`src/rtl/core/mic1dp_pkg.sv`:
```
// Mic-1 datapath package: ALU control struct, function and B-bus codes,
// C-bus write mask bit positions and register reset values.
// No dependencies.
package mic1dp_pkg;

  localparam int unsigned WORD_W = 32;
  localparam int unsigned BYTE_W = 8;
  localparam int unsigned CTRL_W = 8;
  localparam int unsigned MASK_W = 9;
  localparam int unsigned BSEL_W = 4;

  typedef logic [WORD_W-1:0] word_t;

  typedef enum logic [1:0] {
    FN_AND  = 2'd0,
    FN_OR   = 2'd1,
    FN_NOTB = 2'd2,
    FN_ADD  = 2'd3
  } alu_fn_t;

  typedef struct packed {
    logic    sll8;
    logic    sra1;
    alu_fn_t fn;
    logic    ena;
    logic    enb;
    logic    inva;
    logic    inc;
  } alu_ctrl_t;

  typedef enum logic [BSEL_W-1:0] {
    BSRC_MDR  = 4'd0,
    BSRC_PC   = 4'd1,
    BSRC_MBR  = 4'd2,
    BSRC_MBRU = 4'd3,
    BSRC_SP   = 4'd4,
    BSRC_LV   = 4'd5,
    BSRC_CPP  = 4'd6,
    BSRC_TOS  = 4'd7,
    BSRC_OPC  = 4'd8
  } bsrc_t;

  localparam int unsigned MASK_H   = 8;
  localparam int unsigned MASK_OPC = 7;
  localparam int unsigned MASK_TOS = 6;
  localparam int unsigned MASK_CPP = 5;
  localparam int unsigned MASK_LV  = 4;
  localparam int unsigned MASK_SP  = 3;
  localparam int unsigned MASK_PC  = 2;
  localparam int unsigned MASK_MDR = 1;
  localparam int unsigned MASK_MAR = 0;

  typedef struct packed {
    word_t h;
    word_t opc;
    word_t tos;
    word_t cpp;
    word_t lv;
    word_t sp;
    word_t pc;
    word_t mdr;
    word_t mar;
  } regs_t;

  localparam logic [BYTE_W-1:0] MBR_RESET = 8'h81;
  localparam word_t H_RESET   = 32'd1;
  localparam word_t TOS_RESET = 32'd2;

endpackage

```
`src/rtl/core/microcoded_stack_cpu_datapath.sv`:
```
// Mic-1 style datapath top level: input register, ALU/register step and
// result register. Depends on mic1dp_pkg, mic1dp_alu and mic1dp_regs.
//
// Usage:
//   Input channel (in_valid/in_ready) carries one microinstruction per item:
//   alu_control, write_mask, b_source. Output channel (out_valid/out_ready)
//   returns the C-bus value, N and Z flags and all nine registers after
//   the write. cfg_we/cfg_wdata load the byte register. Items pass the
//   input register, then the result register. Throughput is one item per
//   cycle: the step runs whenever the input register holds an item and
//   the result register is empty or being drained, and the input
//   register refills in the same cycle. The register write and B-bus read of
//   consecutive items chain through the register file each cycle.
//   When the receiver stalls, the result holds, one more item waits in the
//   input register, then in_ready drops.
//   Synchronous reset empties both stages and loads H=1, TOS=2, other
//   registers 0 and the byte register 0x81.
module microcoded_stack_cpu_datapath (
  input  logic                          clk,
  input  logic                          rst,
  input  logic                          cfg_we,
  input  logic [mic1dp_pkg::BYTE_W-1:0] cfg_wdata,
  input  logic                          in_valid,
  output logic                          in_ready,
  input  logic [mic1dp_pkg::CTRL_W-1:0] alu_control,
  input  logic [mic1dp_pkg::MASK_W-1:0] write_mask,
  input  logic [mic1dp_pkg::BSEL_W-1:0] b_source,
  output logic                          out_valid,
  input  logic                          out_ready,
  output logic [31:0]                   alu_output,
  output logic                          negative_flag,
  output logic                          zero_flag,
  output logic [31:0]                   out_holding,
  output logic [31:0]                   out_old_pc,
  output logic [31:0]                   out_top_of_stack,
  output logic [31:0]                   out_constant_pool,
  output logic [31:0]                   out_local_frame,
  output logic [31:0]                   out_stack_pointer,
  output logic [31:0]                   out_program_counter,
  output logic [31:0]                   out_memory_data,
  output logic [31:0]                   out_memory_address
);

  logic                          in_q_valid;
  logic [mic1dp_pkg::CTRL_W-1:0] ctrl_q;
  logic [mic1dp_pkg::MASK_W-1:0] mask_q;
  logic [mic1dp_pkg::BSEL_W-1:0] bsel_q;
  logic                          step;

  mic1dp_pkg::word_t h_value;
  mic1dp_pkg::word_t b_value;
  mic1dp_pkg::word_t c_value;
  mic1dp_pkg::regs_t regs_next;
  mic1dp_pkg::regs_t out_regs;

  assign step     = in_q_valid && (!out_valid || out_ready);
  assign in_ready = !in_q_valid || step;

  always_ff @(posedge clk) begin
    if (rst) begin
      in_q_valid <= 1'b0;
    end else if (in_ready) begin
      in_q_valid <= in_valid;
    end
  end

  always_ff @(posedge clk) begin
    if (in_ready && in_valid) begin
      ctrl_q <= alu_control;
      mask_q <= write_mask;
      bsel_q <= b_source;
    end
  end

  mic1dp_regs u_regs (
    .clk       (clk),
    .rst       (rst),
    .mbr_we    (cfg_we),
    .mbr_wdata (cfg_wdata),
    .step      (step),
    .b_source  (bsel_q),
    .write_mask(mask_q),
    .c_value   (c_value),
    .h_value   (h_value),
    .b_value   (b_value),
    .regs_next (regs_next)
  );

  mic1dp_alu u_alu (
    .ctrl   (mic1dp_pkg::alu_ctrl_t'(ctrl_q)),
    .a_value(h_value),
    .b_value(b_value),
    .c_value(c_value)
  );

  always_ff @(posedge clk) begin
    if (rst) begin
      out_valid <= 1'b0;
    end else if (step) begin
      out_valid <= 1'b1;
    end else if (out_ready) begin
      out_valid <= 1'b0;
    end
  end

  always_ff @(posedge clk) begin
    if (step) begin
      alu_output    <= c_value;
      negative_flag <= c_value[mic1dp_pkg::WORD_W-1];
      zero_flag     <= (c_value == '0);
      out_regs      <= regs_next;
    end
  end

  assign out_holding         = out_regs.h;
  assign out_old_pc          = out_regs.opc;
  assign out_top_of_stack    = out_regs.tos;
  assign out_constant_pool   = out_regs.cpp;
  assign out_local_frame     = out_regs.lv;
  assign out_stack_pointer   = out_regs.sp;
  assign out_program_counter = out_regs.pc;
  assign out_memory_data     = out_regs.mdr;
  assign out_memory_address  = out_regs.mar;

  a_step_fills_out: assert property (@(posedge clk) disable iff (rst)
    step |=> out_valid)
    else $error("step did not produce a result");

  a_neg_flag: assert property (@(posedge clk) disable iff (rst)
    out_valid |-> (negative_flag == alu_output[31]))
    else $error("negative flag mismatch");

  a_zero_flag: assert property (@(posedge clk) disable iff (rst)
    out_valid |-> (zero_flag == (alu_output == 32'd0)))
    else $error("zero flag mismatch");

  a_ready_when_empty: assert property (@(posedge clk) disable iff (rst)
    !in_q_valid |-> in_ready)
    else $error("input stage empty but not ready");

endmodule

```
`src/rtl/core/mic1dp_alu.sv`:
```
// Mic-1 ALU and shifter, purely combinational.
// Depends on mic1dp_pkg.
module mic1dp_alu (
  input  mic1dp_pkg::alu_ctrl_t ctrl,
  input  mic1dp_pkg::word_t     a_value,
  input  mic1dp_pkg::word_t     b_value,
  output mic1dp_pkg::word_t     c_value
);

  mic1dp_pkg::word_t opa;
  mic1dp_pkg::word_t opb;
  mic1dp_pkg::word_t fn_out;

  always_comb begin
    opa = ctrl.ena ? a_value : '0;
    opb = ctrl.enb ? b_value : '0;
    if (ctrl.inva) begin
      opa = ~opa;
    end
    case (ctrl.fn)
      mic1dp_pkg::FN_AND:  fn_out = opa & opb;
      mic1dp_pkg::FN_OR:   fn_out = opa | opb;
      mic1dp_pkg::FN_NOTB: fn_out = ~opb;
      mic1dp_pkg::FN_ADD:  fn_out = opa + opb + {{(mic1dp_pkg::WORD_W-1){1'b0}}, ctrl.inc};
      default:             fn_out = '0;
    endcase
    if (ctrl.sll8) begin
      c_value = {fn_out[mic1dp_pkg::WORD_W-9:0], 8'h00};
    end else if (ctrl.sra1) begin
      c_value = {fn_out[mic1dp_pkg::WORD_W-1], fn_out[mic1dp_pkg::WORD_W-1:1]};
    end else begin
      c_value = fn_out;
    end
  end

endmodule

```
`src/rtl/core/mic1dp_regs.sv`:
```
// Mic-1 register file: nine 32-bit registers, the byte register, B-bus mux
// and masked C-bus write. Depends on mic1dp_pkg.
module mic1dp_regs (
  input  logic                             clk,
  input  logic                             rst,
  input  logic                             mbr_we,
  input  logic [mic1dp_pkg::BYTE_W-1:0]    mbr_wdata,
  input  logic                             step,
  input  logic [mic1dp_pkg::BSEL_W-1:0]    b_source,
  input  logic [mic1dp_pkg::MASK_W-1:0]    write_mask,
  input  mic1dp_pkg::word_t                c_value,
  output mic1dp_pkg::word_t                h_value,
  output mic1dp_pkg::word_t                b_value,
  output mic1dp_pkg::regs_t                regs_next
);

  mic1dp_pkg::regs_t             regs;
  logic [mic1dp_pkg::BYTE_W-1:0] mbr;

  assign h_value = regs.h;

  always_comb begin
    case (b_source)
      mic1dp_pkg::BSRC_MDR:  b_value = regs.mdr;
      mic1dp_pkg::BSRC_PC:   b_value = regs.pc;
      mic1dp_pkg::BSRC_MBR:  b_value = {{(mic1dp_pkg::WORD_W-mic1dp_pkg::BYTE_W){mbr[7]}}, mbr};
      mic1dp_pkg::BSRC_MBRU: b_value = {{(mic1dp_pkg::WORD_W-mic1dp_pkg::BYTE_W){1'b0}}, mbr};
      mic1dp_pkg::BSRC_SP:   b_value = regs.sp;
      mic1dp_pkg::BSRC_LV:   b_value = regs.lv;
      mic1dp_pkg::BSRC_CPP:  b_value = regs.cpp;
      mic1dp_pkg::BSRC_TOS:  b_value = regs.tos;
      mic1dp_pkg::BSRC_OPC:  b_value = regs.opc;
      default:               b_value = '0;
    endcase
  end

  always_comb begin
    regs_next     = regs;
    if (write_mask[mic1dp_pkg::MASK_H])   regs_next.h   = c_value;
    if (write_mask[mic1dp_pkg::MASK_OPC]) regs_next.opc = c_value;
    if (write_mask[mic1dp_pkg::MASK_TOS]) regs_next.tos = c_value;
    if (write_mask[mic1dp_pkg::MASK_CPP]) regs_next.cpp = c_value;
    if (write_mask[mic1dp_pkg::MASK_LV])  regs_next.lv  = c_value;
    if (write_mask[mic1dp_pkg::MASK_SP])  regs_next.sp  = c_value;
    if (write_mask[mic1dp_pkg::MASK_PC])  regs_next.pc  = c_value;
    if (write_mask[mic1dp_pkg::MASK_MDR]) regs_next.mdr = c_value;
    if (write_mask[mic1dp_pkg::MASK_MAR]) regs_next.mar = c_value;
  end

  always_ff @(posedge clk) begin
    if (rst) begin
      regs <= '{h: mic1dp_pkg::H_RESET, opc: '0, tos: mic1dp_pkg::TOS_RESET,
                cpp: '0, lv: '0, sp: '0, pc: '0, mdr: '0, mar: '0};
      mbr  <= mic1dp_pkg::MBR_RESET;
    end else begin
      if (step) begin
        regs <= regs_next;
      end
      if (mbr_we) begin
        mbr <= mbr_wdata;
      end
    end
  end

endmodule

```
`config.mk`:
```
export PLATFORM = sky130hd
export DESIGN_NAME = microcoded_stack_cpu_datapath
export DESIGN_NICKNAME = d
export VERILOG_FILES = /design/src/rtl/core/mic1dp_pkg.sv /design/src/rtl/core/microcoded_stack_cpu_datapath.sv /design/src/rtl/core/mic1dp_alu.sv /design/src/rtl/core/mic1dp_regs.sv
export SDC_FILE = /design/constraint.sdc
export NUM_CORES = 1
export LEC_CHECK = 0
export ABC_AREA = 1
export CORE_ASPECT_RATIO = 1.75
export CORE_MARGIN = 1
export CORE_UTILIZATION = 40
export CTS_CLUSTER_DIAMETER = 200
export CTS_CLUSTER_SIZE = 25
export DETAILED_ROUTE_END_ITERATION = 16
export DONT_BUFFER_PORTS = 1
export RECOVER_POWER = 50
export SLEW_MARGIN = 10
export SYNTH_ARGS = -nofsm -noshare
export SYNTH_HDL_FRONTEND = slang
export SYNTH_SLANG_ARGS = --single-unit
```
`constraint.sdc`:
```
create_clock -name clk -period 23.5 [get_ports clk]
set_input_delay 5.875 -clock clk [delete_from_list [all_inputs] [get_ports clk]]
set_output_delay 5.875 -clock clk [all_outputs]
set_load 0.1 [all_outputs]
```
==> results of run 1 <==
cells by family (layout without fill, tap and decap cells):
kind of cell	after synthesis	after routing
buffers and inverters	971	832
AO/OA/AOI/OAI	1003	1003
flip-flops	640	640
other	0	3
adder cells (fa/ha/maj)	66	66
XOR/XNOR	33	33
AND/OR/NAND/NOR	1359	1359
power by group through the flow:
stage | sequential (mW) | clock [mW] | combinational, mW
after floorplan | 1.58 | 0 | 0.287
after global placement | 1.59 | 0 | 0.404
after detailed placement | 1.59 | 0 | 0.408
after CTS | 1.56 | 0.625 | 0.411
after global routing | 1.57 | 0.654 | 0.444
final | 1.56 | 0.610 | 0.402
final timing paths:
| kind | startpoint | endpoint | slack, ps | cells past startpoint |
|---|---|---|---|---|
| max | out_ready | u_regs.regs[150] | 8070 | 6 |
| min | u_regs.mbr[0] | u_regs.mbr[0] | 500 | 2 |
| max reg2reg | out_valid | u_regs.regs[150] | 12230 | 5 |
| min reg2reg | u_regs.mbr[0] | u_regs.mbr[0] | 500 | 2 |
through the flow:
stage / total power [mW] / cells / cell area (sq um) / setup WS (ps) / hold WS (ps)
2_1_floorplan: 1.87 / 4072 / 32400 / 7360 / 430
3_3_place_gp: 1.99 / 4922 / 33000 / 10920 / 459
3_5_place_dp: 2.00 / 4922 / 33000 / 10920 / 462
4_1_cts: 2.60 / 4975 / 33800 / 10910 / 490
5_1_grt: 2.67 / 4977 / 33500 / 6930 / 539
6_report: 2.58 / 4978 / 33500 / 8070 / 496
state kept, by name, indices dropped and copies added, names as in the netlist, 4 cells and up:
name                 count
u_regs.regs            256
alu_output              32
out_constant_pool       32
out_holding             32
out_local_frame         32
out_memory_address      32
out_memory_data         32
out_old_pc              32
out_program_counter     32
out_stack_pointer       32
out_top_of_stack        32
u_regs.h_value          32
mask_q                   9
ctrl_q                   8
u_regs.mbr               8
bsel_q                   4
area by class of cell:
cell class | count | share of cell area
diodes | 3 | 0.000224
well taps | 1042 | 0.0389
multi-input cells | 2461 | 0.360
clock buffers | 51 | 0.0241
repair buffers | 40 | 0.00856
inverters | 739 | 0.0829
flip-flops and latches | 640 | 0.485
clock inverters | 2 | 0.000934
per-layer routing:
metal / global-route usage / wire length [um] / vias up
met4: 0.130 / 6140 / 6
met1: 0.312 / 43000 / 12162
met5: 0 / 30 / -
met2: 0.435 / 51900 / 886
li1: - / - / 12696
met3: 0.0390 / 7030 / 196
cells in the final DEF (no fill, tap or decap), drive strengths merged:
master    synthesis  layout
buf              83      31
nand3b            7       7
nand3           182     182
or2              30      30
edfxtp          342     342
o211ai            5       5
xor2             32      32
clkbuf          149      60
xnor2             1       1
nand2           844     844
nor2            268     268
a21boi            2       2
nand4            14      14
nor3              7       7
o21a             45      45
diode             0       3
dfxtp           298     298
o22ai            36      36
inv             735     736
o21ai           601     601
and2              7       7
ha               64      64
a21oi           314     314
clkinvlp          0       1
fa                2       2
clkinv            4       4
cells in the mapped netlist (6+ instances only):
library cell / n
dfxtp_1: 298
o21a_1: 45
nor2_1: 257
nand3b_1: 7
nand2_1: 803
nand3_1: 181
a21oi_1: 311
and2_1: 7
edfxtp_1: 342
nor3_1: 7
o22ai_1: 35
inv_2: 7
nand4_1: 13
ha_1: 64
nand2_2: 35
xor2_1: 32
buf_4: 18
clkbuf_1: 144
o21ai_2: 62
o21ai_1: 150
buf_6: 15
o21ai_0: 389
or2_2: 30
inv_1: 728
buf_1: 23
buf_2: 27
nand2_4: 6
worst reg2reg max path, stage by stage (launching register included):
cell,delay [ps]
dfxtp_1,1010
nand2_1,190
nand2_1,1530
clkbuf_1,6810
o21ai_0,1450
inv_1,230
==> run summary, run 1 <==
status -> finished with violations
failing checks -> capacitance limit, slew limit
CP endpoint kind -> flop
gr ovfl total -> 0
Post-CTS Resized -> 0
Slowest-stage cell, CP -> clkbuf_1
Antenna Nets Post-Route -> 0
Seq cells post-synth -> 640
worst-margin pin slew -> 10080 ps
multiplexer area fraction after synthesis -> 0
via/cell ratio -> 5.21
gpl congestion -> 0.955
final core occ -> 0.419
main combinational cell family by area after synthesis -> simple AND/OR/NAND/NOR gates
Post-synth top flop -> edfxtp_1
cell taking the most area after synthesis -> edfxtp_1
fin nets -> 4011
internal power -> 1.62 mW
Pleak -> 15.2 nW
core box area -> 79900 sq um
CTS sink count -> 640
routed wire length -> 108000 um
CP required -> 24090 ps
Die Area -> 82200 sq um
largest net degree at the start of global routing -> 255
number of global-route vias before repair -> 23410
worst hold path type -> flop to flop
TritonCTS clock tree -> yes
DRC Markers -> 0
Worst Path Buf+Inv -> 3
critical-path maximum fanout -> 254
worst vdd ir -> 0.0656 mV
Tcrit/Tclk final -> 0.657
vias -> 25946
async set-reset flop share out of synthesis -> 0
Root Driver -> clkbuf_16
Initial Util -> 0.405
synthesized area -> 32400 sq um
Max Slew Vio Count -> 564
max_slew headroom -> -5.72
Post-Synth XOR/XNOR Area -> 0.00892
Sw Ratio -> 0.372
area share of and/or/nand/nor cells after synthesis -> 0.176
Area Overhead vs Synth -> 3.42%
clock buffer depth -> 3
Max H-tree Level -> 1
port buffer count -> 0
setup total negative slack -> 0 ps
fill count -> 8284
synthesized net count -> 4172
RSZ-0062 raised after global routing -> no
power share of the sequential group -> 0.607
Max stage delay on crit path -> 6790 ps
area of the multi-input gates -> 12000 sq um
Boundary Pins -> 358
fraction of layout cells with a size suffix above 1 -> 0.0392
die height -> 378 um
first drt pass iteration count -> 5
Worst-path clk slew -> 110 ps
Avg Cell Area, Syn -> 7.95 sq um
Logic pwr share -> 0.156
yosys warns -> 0
register area share after synthesis -> 0.501
FMAX -> 0.0648 GHz
worst skew pair latency -> 690 ps
startpoint types -> primary input
first-pass GRT wire length -> 155000 um
Synth top area share -> 0.317
clock share of power -> 0.237
maxcap violations -> 6
NetSw -> 0.958 mW
crit path kind -> primary input to flop
Synth cell types -> 41
final clock skew -> 48.1 ps
CP top delay family -> buffers and inverters
gate count of the mapped netlist -> 4072
Min Clock Period, post-route -> 15430 ps
Synth Area in Adders -> 0.0260
# hold bufs at CTS -> 0
Synth area leaders -> edfxtp_1 32%, dfxtp_1 18%, nand2_1 9.3%, inv_1 8.4%, o21ai_0 6.0%
DP HPWL -> 76500 um
row count -> 137
Fin. Hold Viols -> 0
Synth Area in Compound Gates -> 0.168
cell area power density -> 76.9 nW/um^2
Total GRT Usage -> 0.256
Reg area -> 16200 sq um
DRT iter0 DRCs -> 2237
Finish-stage setup viols -> 0
CP arrival -> 16020 ps
Post-CTS Setup Bufs -> 0
DR WL/cell -> 21.7 um
initial antenna violation count -> 8
CTS Buf Count -> 29
chip width -> 217 um
crit path cell chain -> inv_1, nand2_1, nand2_1, clkbuf_1, o21ai_0, inv_1
number of synthesized flops with an enable pin -> 342
Note: power is estimated with default switching activity, not from simulation.
==> inputs of run 2 (changes only) <==
clock period = 13.6 ns   (was 23.5 ns; I/O delays follow)
==> run summary, run 2 (synthesized netlist as in run 1, its figures left out) <==
clock buffer depth -> 3
CTS sink count -> 640
Tcrit/Tclk final -> 0.679
core box area -> 79900 sq um
number of diodes -> 0
Total GRT Usage -> 0.259
CP required -> 14200 ps
TritonCTS clock tree -> yes
Post-CTS Setup Bufs -> 0
worst hold path type -> flop to flop
Area Overhead vs Synth -> 4.11%
# hold bufs at CTS -> 0
fraction of layout cells with a size suffix above 1 -> 0.0546
Min Clock Period, post-route -> 9240 ps
die height -> 378 um
first drt pass iteration count -> 6
Max H-tree Level -> 1
failing checks -> capacitance limit, slew limit
fin nets -> 4015
vias -> 25927
row count -> 137
routed wire length -> 109000 um
Reg area -> 16200 sq um
cell area power density -> 133 nW/um^2
final clock skew -> 44.5 ps
fill count -> 8235
CP endpoint kind -> flop
worst skew pair latency -> 700 ps
Antenna Nets Post-Route -> 0
Initial Util -> 0.405
maxcap violations -> 8
startpoint types -> primary input
gpl congestion -> 0.963
Pleak -> 15.2 nW
area of the multi-input gates -> 12300 sq um
initial antenna violation count -> 6
CTS Buf Count -> 29
Worst-path clk slew -> 100 ps
Boundary Pins -> 358
placed cell count -> 4926
first-pass GRT wire length -> 158000 um
FMAX -> 0.108 GHz
leading cell type in the layout, fill and taps excluded -> nand2_1
Top reg by flops -> u_regs.regs
DRC Markers -> 0
critical-path maximum fanout -> 162
leading cell types in the layout, fill and taps excluded -> 807 x nand2_1, 729 x inv_1, 390 x o21ai_0
Root Driver -> clkbuf_16
largest net degree at the start of global routing -> 184
RSZ-0062 raised after global routing -> no
Die Area -> 82200 sq um
chip width -> 217 um
CP arrival -> 9840 ps
Post-CTS Resized -> 0
pre-CTS setup slack -> 5970 ps
crit path kind -> primary input to flop
final core occ -> 0.422
setup ws final -> 4360 ps
Finish-stage setup viols -> 0
DRT iter0 DRCs -> 2248
via/cell ratio -> 5.21
Post-Layout Cell Count -> 4980
worst vdd ir -> 0.111 mV
worst-margin pin slew -> 4280 ps
Max Slew Vio Count -> 563
max_slew headroom -> -1.85
gr ovfl total -> 0
number of flip-flops in the largest register -> 256
DR WL/cell -> 21.8 um
number of global-route vias before repair -> 24103
setup total negative slack -> 0 ps
status -> finished with violations
port buffer count -> 0
DP HPWL -> 77200 um
Fin. Hold Viols -> 0
-- run 2: cell count changes in the layout (fill, tap and decap cells not counted), sizes merged --
cell / previous run / this run
inv: 736 / 737
clkbuf: 60 / 65
diode: 3 / 0
clkinvlp: 1 / 0
-- run 2: layout make-up --
type,count,share of cell area
repair buffers,44,0.00835
flip-flops and latches,640,0.482
inverters,739,0.0825
multi-input cells,2461,0.364
well taps,1042,0.0387
clock inverters,2,0.000928
clock buffers,52,0.0241
-- run 2: critical path, cell delays in order --
cell and delay (ps):
inv_1 30, nand2_1 70, nand2_1 780, inv_8 1030
clkbuf_1 2630, buf_4 1110, o21ai_0 200, a21oi_1 270
-- run 2: report_power, final --
part | switching, mW | internal (mW) | leakage [nW]
registers | 0.498 | 2.20 | 5.72
clock network | 0.645 | 0.413 | 0.400
logic | 0.531 | 0.186 | 9.11
-- run 2: routing by layer --
layer | up-vias | global-route usage | wire (um)
met5 | - | 0 | 42
met3 | 195 | 0.0406 | 7010
met2 | 897 | 0.447 | 52700
met4 | 6 | 0.127 | 5790
li1 | 12737 | - | -
met1 | 12092 | 0.310 | 43200
-- run 2: per-stage QoR --
step / hold slack, ps / power, mW / cell area (sq um)
6_report: 482 / 4.48 / 33700
5_1_grt: 524 / 4.64 / 33700
4_1_cts: 485 / 4.49 / 33800
3_5_place_dp: 462 / 3.45 / 33000
3_3_place_gp: 463 / 3.44 / 33000
2_1_floorplan: 430 / 3.23 / 32400
-- run 2: worst paths after layout --
check | start | end | slack (ps) | cells past startpoint
worst min register to register | u_regs.mbr[0] | u_regs.mbr[0] | 480 | 2
worst max register to register | bsel_q[2] | u_regs.regs[217] | 5280 | 25
worst min-delay path | u_regs.mbr[0] | u_regs.mbr[0] | 480 | 2
worst max-delay path | out_ready | u_regs.regs[152] | 4360 | 8
